**config.mk**
```make
export PLATFORM = sky130hd
export DESIGN_NAME = sha1_message_hasher
export DESIGN_NICKNAME = d
export VERILOG_FILES = /design/src/hdl/sha1h_pkg.sv /design/src/hdl/sha1h_ctrl.sv /design/src/hdl/sha1h_sched.sv /design/src/hdl/sha1h_core.sv /design/src/hdl/sha1_message_hasher.sv
export SDC_FILE = /design/constraint.sdc
export NUM_CORES = 2
export LEC_CHECK = 0
export CAP_MARGIN = 20
export CELL_PAD_IN_SITES_DETAIL_PLACEMENT = 1
export CELL_PAD_IN_SITES_GLOBAL_PLACEMENT = 1
export CORE_MARGIN = 2
export CORE_UTILIZATION = 45
export DETAILED_ROUTE_END_ITERATION = 16
export DONT_BUFFER_PORTS = 1
export PLACE_DENSITY_LB_ADDON = 0.1
export SLEW_MARGIN = 0
export SYNTH_ARGS = -nofsm -noshare
export SYNTH_HDL_FRONTEND = slang
export SYNTH_SLANG_ARGS = --single-unit
```
**constraint.sdc**
```tcl
create_clock -name clk -period 22.3 [get_ports clk]
set_input_delay 4.46 -clock clk [delete_from_list [all_inputs] [get_ports clk]]
set_output_delay 4.46 -clock clk [all_outputs]
set_load 0.005 [all_outputs]
```
**src/hdl/sha1h_pkg.sv**
```systemverilog
package sha1h_pkg;

	localparam logic [31:0] IV0 = 32'h67452301;
	localparam logic [31:0] IV1 = 32'hEFCDAB89;
	localparam logic [31:0] IV2 = 32'h98BADCFE;
	localparam logic [31:0] IV3 = 32'h10325476;
	localparam logic [31:0] IV4 = 32'hC3D2E1F0;

	localparam logic [31:0] K0 = 32'h5A827999;
	localparam logic [31:0] K1 = 32'h6ED9EBA1;
	localparam logic [31:0] K2 = 32'h8F1BBCDC;
	localparam logic [31:0] K3 = 32'hCA62C1D6;

	localparam logic [7:0] PAD_BYTE   = 8'h80;
	localparam logic [5:0] LEN_POS    = 6'd56;
	localparam logic [5:0] LAST_POS   = 6'd63;
	localparam logic [6:0] LAST_ROUND = 7'd79;
	localparam logic [6:0] SCHED_FILL = 7'd16;
	localparam logic [2:0] LAST_WORD  = 3'd4;

	typedef enum logic [2:0] {
		ST_IDLE,
		ST_PAD,
		ST_ROUND,
		ST_FOLD,
		ST_OUT
	} state_t;

	typedef struct packed {
		logic       push;
		logic [7:0] byte_val;
		logic       word_done;
		logic       rnd;
		logic [6:0] rnd_t;
		logic       fold;
		logic       init;
		logic [2:0] idx;
	} ctl_t;

	function automatic logic [31:0] rnd_k(input logic [6:0] t);
		logic [31:0] k;
		if (t < 7'd20) begin
			k = K0;
		end else if (t < 7'd40) begin
			k = K1;
		end else if (t < 7'd60) begin
			k = K2;
		end else begin
			k = K3;
		end
		return k;
	endfunction

	function automatic logic [31:0] rnd_f(input logic [6:0] t, input logic [31:0] b,
			input logic [31:0] c, input logic [31:0] d);
		logic [31:0] f;
		if (t < 7'd20) begin
			f = (b & c) | (~b & d);
		end else if (t >= 7'd40 && t < 7'd60) begin
			f = (b & c) | (b & d) | (c & d);
		end else begin
			f = b ^ c ^ d;
		end
		return f;
	endfunction

endpackage

```
**src/hdl/sha1h_ctrl.sv**
```systemverilog
module sha1h_ctrl
	import sha1h_pkg::*;
(
	input  logic       clk,
	input  logic       arst_n,
	input  logic       req_valid,
	input  logic       req_type,
	input  logic [7:0] data_byte,
	input  logic       dig_ready,
	output logic       req_ready,
	output logic       dig_valid,
	output ctl_t       ctl
);

	state_t      state_q, state_nx;
	logic [5:0]  pos_q;
	logic [6:0]  t_q;
	logic [63:0] len_q;
	logic [2:0]  idx_q;
	logic        fin_q, first_q, lenph_q, done_q;
	logic        is_len, wrap;
	logic [7:0]  pad_byte;

	assign is_len   = !first_q && (lenph_q || pos_q == LEN_POS);
	assign pad_byte = first_q ? PAD_BYTE : (is_len ? len_q[63:56] : 8'h00);
	assign wrap     = pos_q == LAST_POS;

	always_comb begin
		state_nx = state_q;
		case (state_q)
			ST_IDLE: begin
				if (req_valid) begin
					if (req_type) begin
						state_nx = ST_PAD;
					end else if (wrap) begin
						state_nx = ST_ROUND;
					end
				end
			end
			ST_PAD: begin
				if (wrap) begin
					state_nx = ST_ROUND;
				end
			end
			ST_ROUND: begin
				if (t_q == LAST_ROUND) begin
					state_nx = ST_FOLD;
				end
			end
			ST_FOLD: begin
				if (done_q) begin
					state_nx = ST_OUT;
				end else if (fin_q) begin
					state_nx = ST_PAD;
				end else begin
					state_nx = ST_IDLE;
				end
			end
			ST_OUT: begin
				if (dig_ready && idx_q == LAST_WORD) begin
					state_nx = ST_IDLE;
				end
			end
			default: state_nx = ST_IDLE;
		endcase
	end

	always_comb begin
		ctl           = '0;
		ctl.word_done = pos_q[1:0] == 2'b11;
		ctl.rnd_t     = t_q;
		ctl.idx       = idx_q;
		req_ready     = 1'b0;
		dig_valid     = 1'b0;
		case (state_q)
			ST_IDLE: begin
				req_ready    = 1'b1;
				ctl.push     = req_valid && !req_type;
				ctl.byte_val = data_byte;
			end
			ST_PAD: begin
				ctl.push     = 1'b1;
				ctl.byte_val = pad_byte;
			end
			ST_ROUND: ctl.rnd = 1'b1;
			ST_FOLD:  ctl.fold = 1'b1;
			ST_OUT: begin
				dig_valid = 1'b1;
				ctl.init  = dig_ready && idx_q == LAST_WORD;
			end
			default: ctl = '0;
		endcase
	end

	always_ff @(posedge clk or negedge arst_n) begin
		if (!arst_n) begin
			state_q <= ST_IDLE;
			pos_q   <= '0;
			t_q     <= '0;
			len_q   <= '0;
			idx_q   <= '0;
			fin_q   <= 1'b0;
			first_q <= 1'b0;
			lenph_q <= 1'b0;
			done_q  <= 1'b0;
		end else begin
			state_q <= state_nx;
			if (ctl.push) begin
				pos_q <= pos_q + 6'd1;
			end
			case (state_q)
				ST_IDLE: begin
					if (req_valid && req_type) begin
						fin_q   <= 1'b1;
						first_q <= 1'b1;
					end else if (req_valid) begin
						len_q <= len_q + 64'd8;
					end
				end
				ST_PAD: begin
					first_q <= 1'b0;
					if (is_len) begin
						len_q   <= {len_q[55:0], 8'h00};
						lenph_q <= 1'b1;
						if (wrap) begin
							done_q <= 1'b1;
						end
					end
				end
				ST_ROUND: begin
					t_q <= (t_q == LAST_ROUND) ? 7'd0 : t_q + 7'd1;
				end
				ST_OUT: begin
					if (dig_ready) begin
						if (idx_q == LAST_WORD) begin
							idx_q   <= '0;
							fin_q   <= 1'b0;
							lenph_q <= 1'b0;
							done_q  <= 1'b0;
							len_q   <= '0;
							pos_q   <= '0;
						end else begin
							idx_q <= idx_q + 3'd1;
						end
					end
				end
				default: ;
			endcase
		end
	end

endmodule

```
**src/hdl/sha1h_sched.sv**
```systemverilog
module sha1h_sched
	import sha1h_pkg::*;
(
	input  logic        clk,
	input  ctl_t        ctl,
	output logic [31:0] w_t
);

	logic [31:0] w_q [16];
	logic [23:0] word_q;
	logic [31:0] mix, in_word;
	logic        shift_en;

	// window holds w[t-16] at the bottom and w[t-1] at the top
	assign mix      = w_q[13] ^ w_q[8] ^ w_q[2] ^ w_q[0];
	assign w_t      = (ctl.rnd_t < SCHED_FILL) ? w_q[0] : {mix[30:0], mix[31]};
	assign shift_en = ctl.rnd || (ctl.push && ctl.word_done);
	assign in_word  = ctl.rnd ? w_t : {word_q, ctl.byte_val};

	always_ff @(posedge clk) begin
		if (shift_en) begin
			for (int i = 0; i < 15; i++) begin
				w_q[i] <= w_q[i+1];
			end
			w_q[15] <= in_word;
		end
		if (ctl.push) begin
			word_q <= {word_q[15:0], ctl.byte_val};
		end
	end

endmodule

```
**src/hdl/sha1h_core.sv**
```systemverilog
module sha1h_core
	import sha1h_pkg::*;
(
	input  logic        clk,
	input  logic        arst_n,
	input  ctl_t        ctl,
	input  logic [31:0] w_t,
	output logic [31:0] digest
);

	logic [31:0] a_q, b_q, c_q, d_q, e_q;
	logic [31:0] h0_q, h1_q, h2_q, h3_q, h4_q;
	logic [31:0] a_i, b_i, c_i, d_i, e_i, tmp;
	logic        start;

	// first round takes its working variables straight from the chaining words
	assign start = ctl.rnd_t == 7'd0;
	assign a_i   = start ? h0_q : a_q;
	assign b_i   = start ? h1_q : b_q;
	assign c_i   = start ? h2_q : c_q;
	assign d_i   = start ? h3_q : d_q;
	assign e_i   = start ? h4_q : e_q;
	assign tmp   = {a_i[26:0], a_i[31:27]} + rnd_f(ctl.rnd_t, b_i, c_i, d_i) + e_i + w_t
		+ rnd_k(ctl.rnd_t);

	always_ff @(posedge clk) begin
		if (ctl.rnd) begin
			a_q <= tmp;
			b_q <= a_i;
			c_q <= {b_i[1:0], b_i[31:2]};
			d_q <= c_i;
			e_q <= d_i;
		end
	end

	always_ff @(posedge clk or negedge arst_n) begin
		if (!arst_n) begin
			h0_q <= IV0;
			h1_q <= IV1;
			h2_q <= IV2;
			h3_q <= IV3;
			h4_q <= IV4;
		end else if (ctl.init) begin
			h0_q <= IV0;
			h1_q <= IV1;
			h2_q <= IV2;
			h3_q <= IV3;
			h4_q <= IV4;
		end else if (ctl.fold) begin
			h0_q <= h0_q + a_q;
			h1_q <= h1_q + b_q;
			h2_q <= h2_q + c_q;
			h3_q <= h3_q + d_q;
			h4_q <= h4_q + e_q;
		end
	end

	always_comb begin
		case (ctl.idx)
			3'd0:    digest = h0_q;
			3'd1:    digest = h1_q;
			3'd2:    digest = h2_q;
			3'd3:    digest = h3_q;
			default: digest = h4_q;
		endcase
	end

endmodule

```
**src/hdl/sha1_message_hasher.sv**
```systemverilog
// channel  dir  handshake              payload
// req      in   req_valid/req_ready    req_type, data_byte
// dig      out  dig_valid/dig_ready    digest_word, word_index, last_word
//
// a data byte is accepted while idle; the 64th byte of a block then starts the
// rounds on the one shared round adder, followed by a fold
// a finish is accepted, then pad bytes, the rounds and fold per block, then five beats
// req_ready is low while padding, compressing and sending the digest
// arst_n clears the sequencer and loads the initial chaining words
module sha1_message_hasher
	import sha1h_pkg::*;
(
	input  logic        clk,
	input  logic        arst_n,
	input  logic        req_valid,
	output logic        req_ready,
	input  logic        req_type,
	input  logic [7:0]  data_byte,
	output logic        dig_valid,
	input  logic        dig_ready,
	output logic [31:0] digest_word,
	output logic [2:0]  word_index,
	output logic        last_word
);

	ctl_t        ctl;
	logic [31:0] w_t;

	sha1h_ctrl u_ctrl (
		.clk       (clk),
		.arst_n    (arst_n),
		.req_valid (req_valid),
		.req_type  (req_type),
		.data_byte (data_byte),
		.dig_ready (dig_ready),
		.req_ready (req_ready),
		.dig_valid (dig_valid),
		.ctl       (ctl)
	);

	sha1h_sched u_sched (
		.clk (clk),
		.ctl (ctl),
		.w_t (w_t)
	);

	sha1h_core u_core (
		.clk    (clk),
		.arst_n (arst_n),
		.ctl    (ctl),
		.w_t    (w_t),
		.digest (digest_word)
	);

	assign word_index = ctl.idx;
	assign last_word  = ctl.idx == LAST_WORD;

endmodule

```
==> impl_metrics.env <==
export IMPL_num_rows=121
export IMPL_hold_path_class="reg -> reg"
export IMPL_synth_top_cells_by_area="edfxtp_1 (43%), dfrtp_1 (8.4%), ha_1 (5.2%)"
export IMPL_synth_edf_count=696
export IMPL_cpPeakStageDelay_ns=0.77
export IMPL_fin_nets=4469
export IMPL_relSlewSlack_pct=21.26
export IMPL_postCtsSetupBuffers=0
export IMPL_cts_resized=0
export IMPL_synth_warnings=0
export IMPL_grt_max_degree=245
export IMPL_r2r_start="u_ctrl.state_q[1]"
export IMPL_wl_mm=136.8
export IMPL_min_period_ns=8.911
export IMPL_finalHoldViolCount=0
export IMPL_cap_violations=0
export IMPL_period_share_pct=39.96
export IMPL_fin_util_pct=49.70
export IMPL_cp_end_kind="flip-flop"
export IMPL_cts_buffers=101
export IMPL_worstPathArrival_ns=9.32
export IMPL_gr_total_overflow=0
export IMPL_htreeDepth=3
export IMPL_synth_top_cell_area_share_pct=42.67
export IMPL_syn_area_sq_um=48990
export IMPL_dpl_hpwl_mm=95.72
export IMPL_r2r_end="u_core.a_q[28]"
export IMPL_cp_startpoint="u_ctrl.state_q[1]"
export IMPL_worstPathRequired_ns=22.71
export IMPL_ys_seq_area_share_pct=55.33
export IMPL_netlist_instances=4156
export IMPL_reg2reg_slack_ns=13.39
export IMPL_cts_hold_buf=0
export IMPL_rsz0062_at_grt="no"
export IMPL_synth_area_leader_cell="edfxtp_1"
export IMPL_grt_pass1_wl_mm=208.4
export IMPL_status="finished clean"
export IMPL_cts_tree="done"
export IMPL_path_class="reg -> reg"
export IMPL_firstDrtPassIters=5
export IMPL_cts_root_buf="clkbuf_16"
export IMPL_vias_per_cell=5.802
export IMPL_worst_r2r_path_depth=31
export IMPL_io_pins=51
export IMPL_drive_gt1_share_pct=10.12
export IMPL_vias=32750
export IMPL_synth_async_reset_ratio_pct=25.96
export IMPL_setup_viol=0
export IMPL_grt_pass1_vias=33250
export IMPL_grt_total_usage_pct=24.51
export IMPL_die_h_um=333.9
export IMPL_portBuffers=0
export IMPL_dieArea_sq_um=111500
export IMPL_finClkSkew_ns=0.02674
export IMPL_ant_nets=0
export IMPL_core_area_sq_um=108400
export IMPL_clock_sinks=940
export IMPL_ys_flop_type="edfxtp_1"
export IMPL_antenna_found_initial=1
export IMPL_initial_core_util_pct=45.19
export IMPL_drt_iter0_markers=2133
export IMPL_place_gp_congestion=0.8816
export IMPL_cts_buffer_depth=3
export IMPL_critPathMaxFanout=40
export IMPL_clk_pin_slew_worst_paths_ns=0.06
export IMPL_die_width_um=333.9
export IMPL_worst_pin_slew_ns=1.148
export IMPL_route_detailed_drc=0
export IMPL_yosys_cell_types_count=83
export IMPL_start_kind="flip-flop"
export IMPL_synth_nets=4482
export IMPL_critPathCapture="u_core.a_q[28]"
export IMPL_finalSetupTns_ns=0
export IMPL_drv_slew=0
export IMPL_wl_per_cell_um=24.24
export IMPL_ys_ff_latch=940
export IMPL_clk_insertion_delay_late_ns=0.70
export IMPL_syn_to_final_growth_pct=9.979
export IMPL_fmax_mhz=112.2
export IMPL_cpMaxStageDelayCell="o311ai_0"
export IMPL_synth_area_per_cell_sq_um=11.79
## how the worst min path moves through the flow
stage	depth (start not counted)	end	slack, ns	startpoint
finish	0	u_sched.w_q[1][29]	0.41	u_sched.w_q[1][61]
global placement	0	u_sched.w_q[0][207]	0.40	u_sched.w_q[0][239]
floorplan	0	u_sched.w_q[0][0]	0.40	u_sched.w_q[0][32]
CTS	0	u_sched.w_q[1][96]	0.41	u_sched.w_q[1][128]
detailed placement	0	u_sched.w_q[1][4]	0.41	u_sched.w_q[1][36]
global route	0	u_sched.w_q[1][184]	0.41	u_sched.w_q[1][216]
## Yosys cell counts (40+ instances only)
master,count
edfxtp_1,696
a21oi_1,328
o21ai_0,327
nor2_1,267
inv_1,242
nand2_1,238
ha_1,203
xnor2_1,198
dfrtp_1,164
clkbuf_1,125
fa_1,110
nand3_1,107
mux2i_1,102
mux2_2,98
nor3_1,90
a22oi_1,81
dfstp_2,80
a31oi_1,74
xor2_1,72
a21o_1,67
and3_1,40
## per-stage QoR
stage               worst slack, ns  instance area [sq um]  cells  hold slack (ns)
finish                        13.39                  53870   5645           0.4124
floorplan                     4.757                  48990   4156           0.4003
CTS                           13.45                  53870   5644           0.4143
global route                  12.72                  53870   5644           0.4102
detailed placement            13.33                  50570   5454           0.4051
global placement              13.52                  50570   5453           0.4001
## placed cells by master, fill, tap and decap left out, drive strengths merged, types with 15 or more instances in the layout
| cell type | netlist | final |
|---|---|---|
| mux2i | 102 | 102 |
| and3 | 42 | 42 |
| nand2b | 33 | 33 |
| o21a | 24 | 24 |
| a21oi | 328 | 328 |
| a22oi | 81 | 81 |
| nor2b | 27 | 27 |
| nor2 | 268 | 268 |
| edfxtp | 696 | 696 |
| or3 | 15 | 15 |
| nand3 | 108 | 108 |
| o22ai | 19 | 19 |
| nor3 | 94 | 94 |
| dfrtp | 164 | 164 |
| inv | 243 | 244 |
| buf | 34 | 43 |
| o21ai | 333 | 333 |
| a211oi | 20 | 20 |
| a31oi | 74 | 74 |
| ha | 203 | 203 |
| fa | 110 | 110 |
| xnor2 | 198 | 198 |
| nand2 | 239 | 239 |
| o21bai | 26 | 26 |
| clkbuf | 125 | 134 |
| dfstp | 80 | 80 |
| nand4 | 18 | 18 |
| o31ai | 21 | 21 |
| xor2 | 72 | 72 |
| a21o | 67 | 67 |
| clkinv | 0 | 40 |
| mux2 | 98 | 98 |
| and2 | 20 | 20 |
## sequential cells by signal (all words and copies together), names as in the netlist, 24 cells and up
signal	count
u_ctrl.len_q	61
u_core.d_q	32
u_core.h3_q	32
u_core.c_q	32
u_core.a_q	32
u_sched.w_q	512
u_core.h2_q	32
u_core.e_q	32
u_core.h1_q	32
u_sched.word_q	24
u_core.h0_q	32
u_core.b_q	32
u_core.h4_q	32
## worst max-delay path, delay by kind of cell, from the launching register on
kind | cells | cell delay [ns]
adder cells (fa/ha/maj) | 4 | 1.93
AO/OA/AOI/OAI | 11 | 2.79
AND/OR/NAND/NOR | 8 | 1.58
buffers and inverters | 8 | 1.65
flip-flops | 1 | 0.60
## layer usage
layer / share of wire (%) / GRT usage, % / up-vias
met1: 48 / 35.82 / 16800
met5: 0 / 0 / -
met4: 1.8 / 5.108 / 0
met2: 46 / 38.92 / 562
li1: - / - / 15240
met3: 3.9 / 3.578 / 156
## layout make-up
class / count / area (sq um)
Antenna cell: 1 / 2.502
Clock buffer: 134 / 2711
Clock inverter: 56 / 588.1
Fill cell: 11240 / 54520
Inverter: 243 / 919.6
Multi-Input combinational cell: 2814 / 20440
Sequential cell: 940 / 27110
Tap cell: 1414 / 1769
Timing Repair Buffer: 43 / 332.8
## kinds of logic (layout without fill, tap and decap cells)
| logic type | count (synthesis) | count (layout) | synth area share, % |
|---|---|---|---|
| compound gates | 1118 | 1118 | 13.89 |
| flops | 940 | 940 | 55.33 |
| simple gates | 913 | 913 | 8.784 |
| buf+inv | 402 | 476 | 3.144 |
| fa+ha+maj | 313 | 313 | 9.680 |
| xor+xnor | 270 | 270 | 4.827 |
| mux | 200 | 200 | 4.337 |
| other cells | 0 | 1 | 0 |
Power is not shown: default switching activity piles up to over one toggle a cycle in this logic, so the estimate is an artifact.
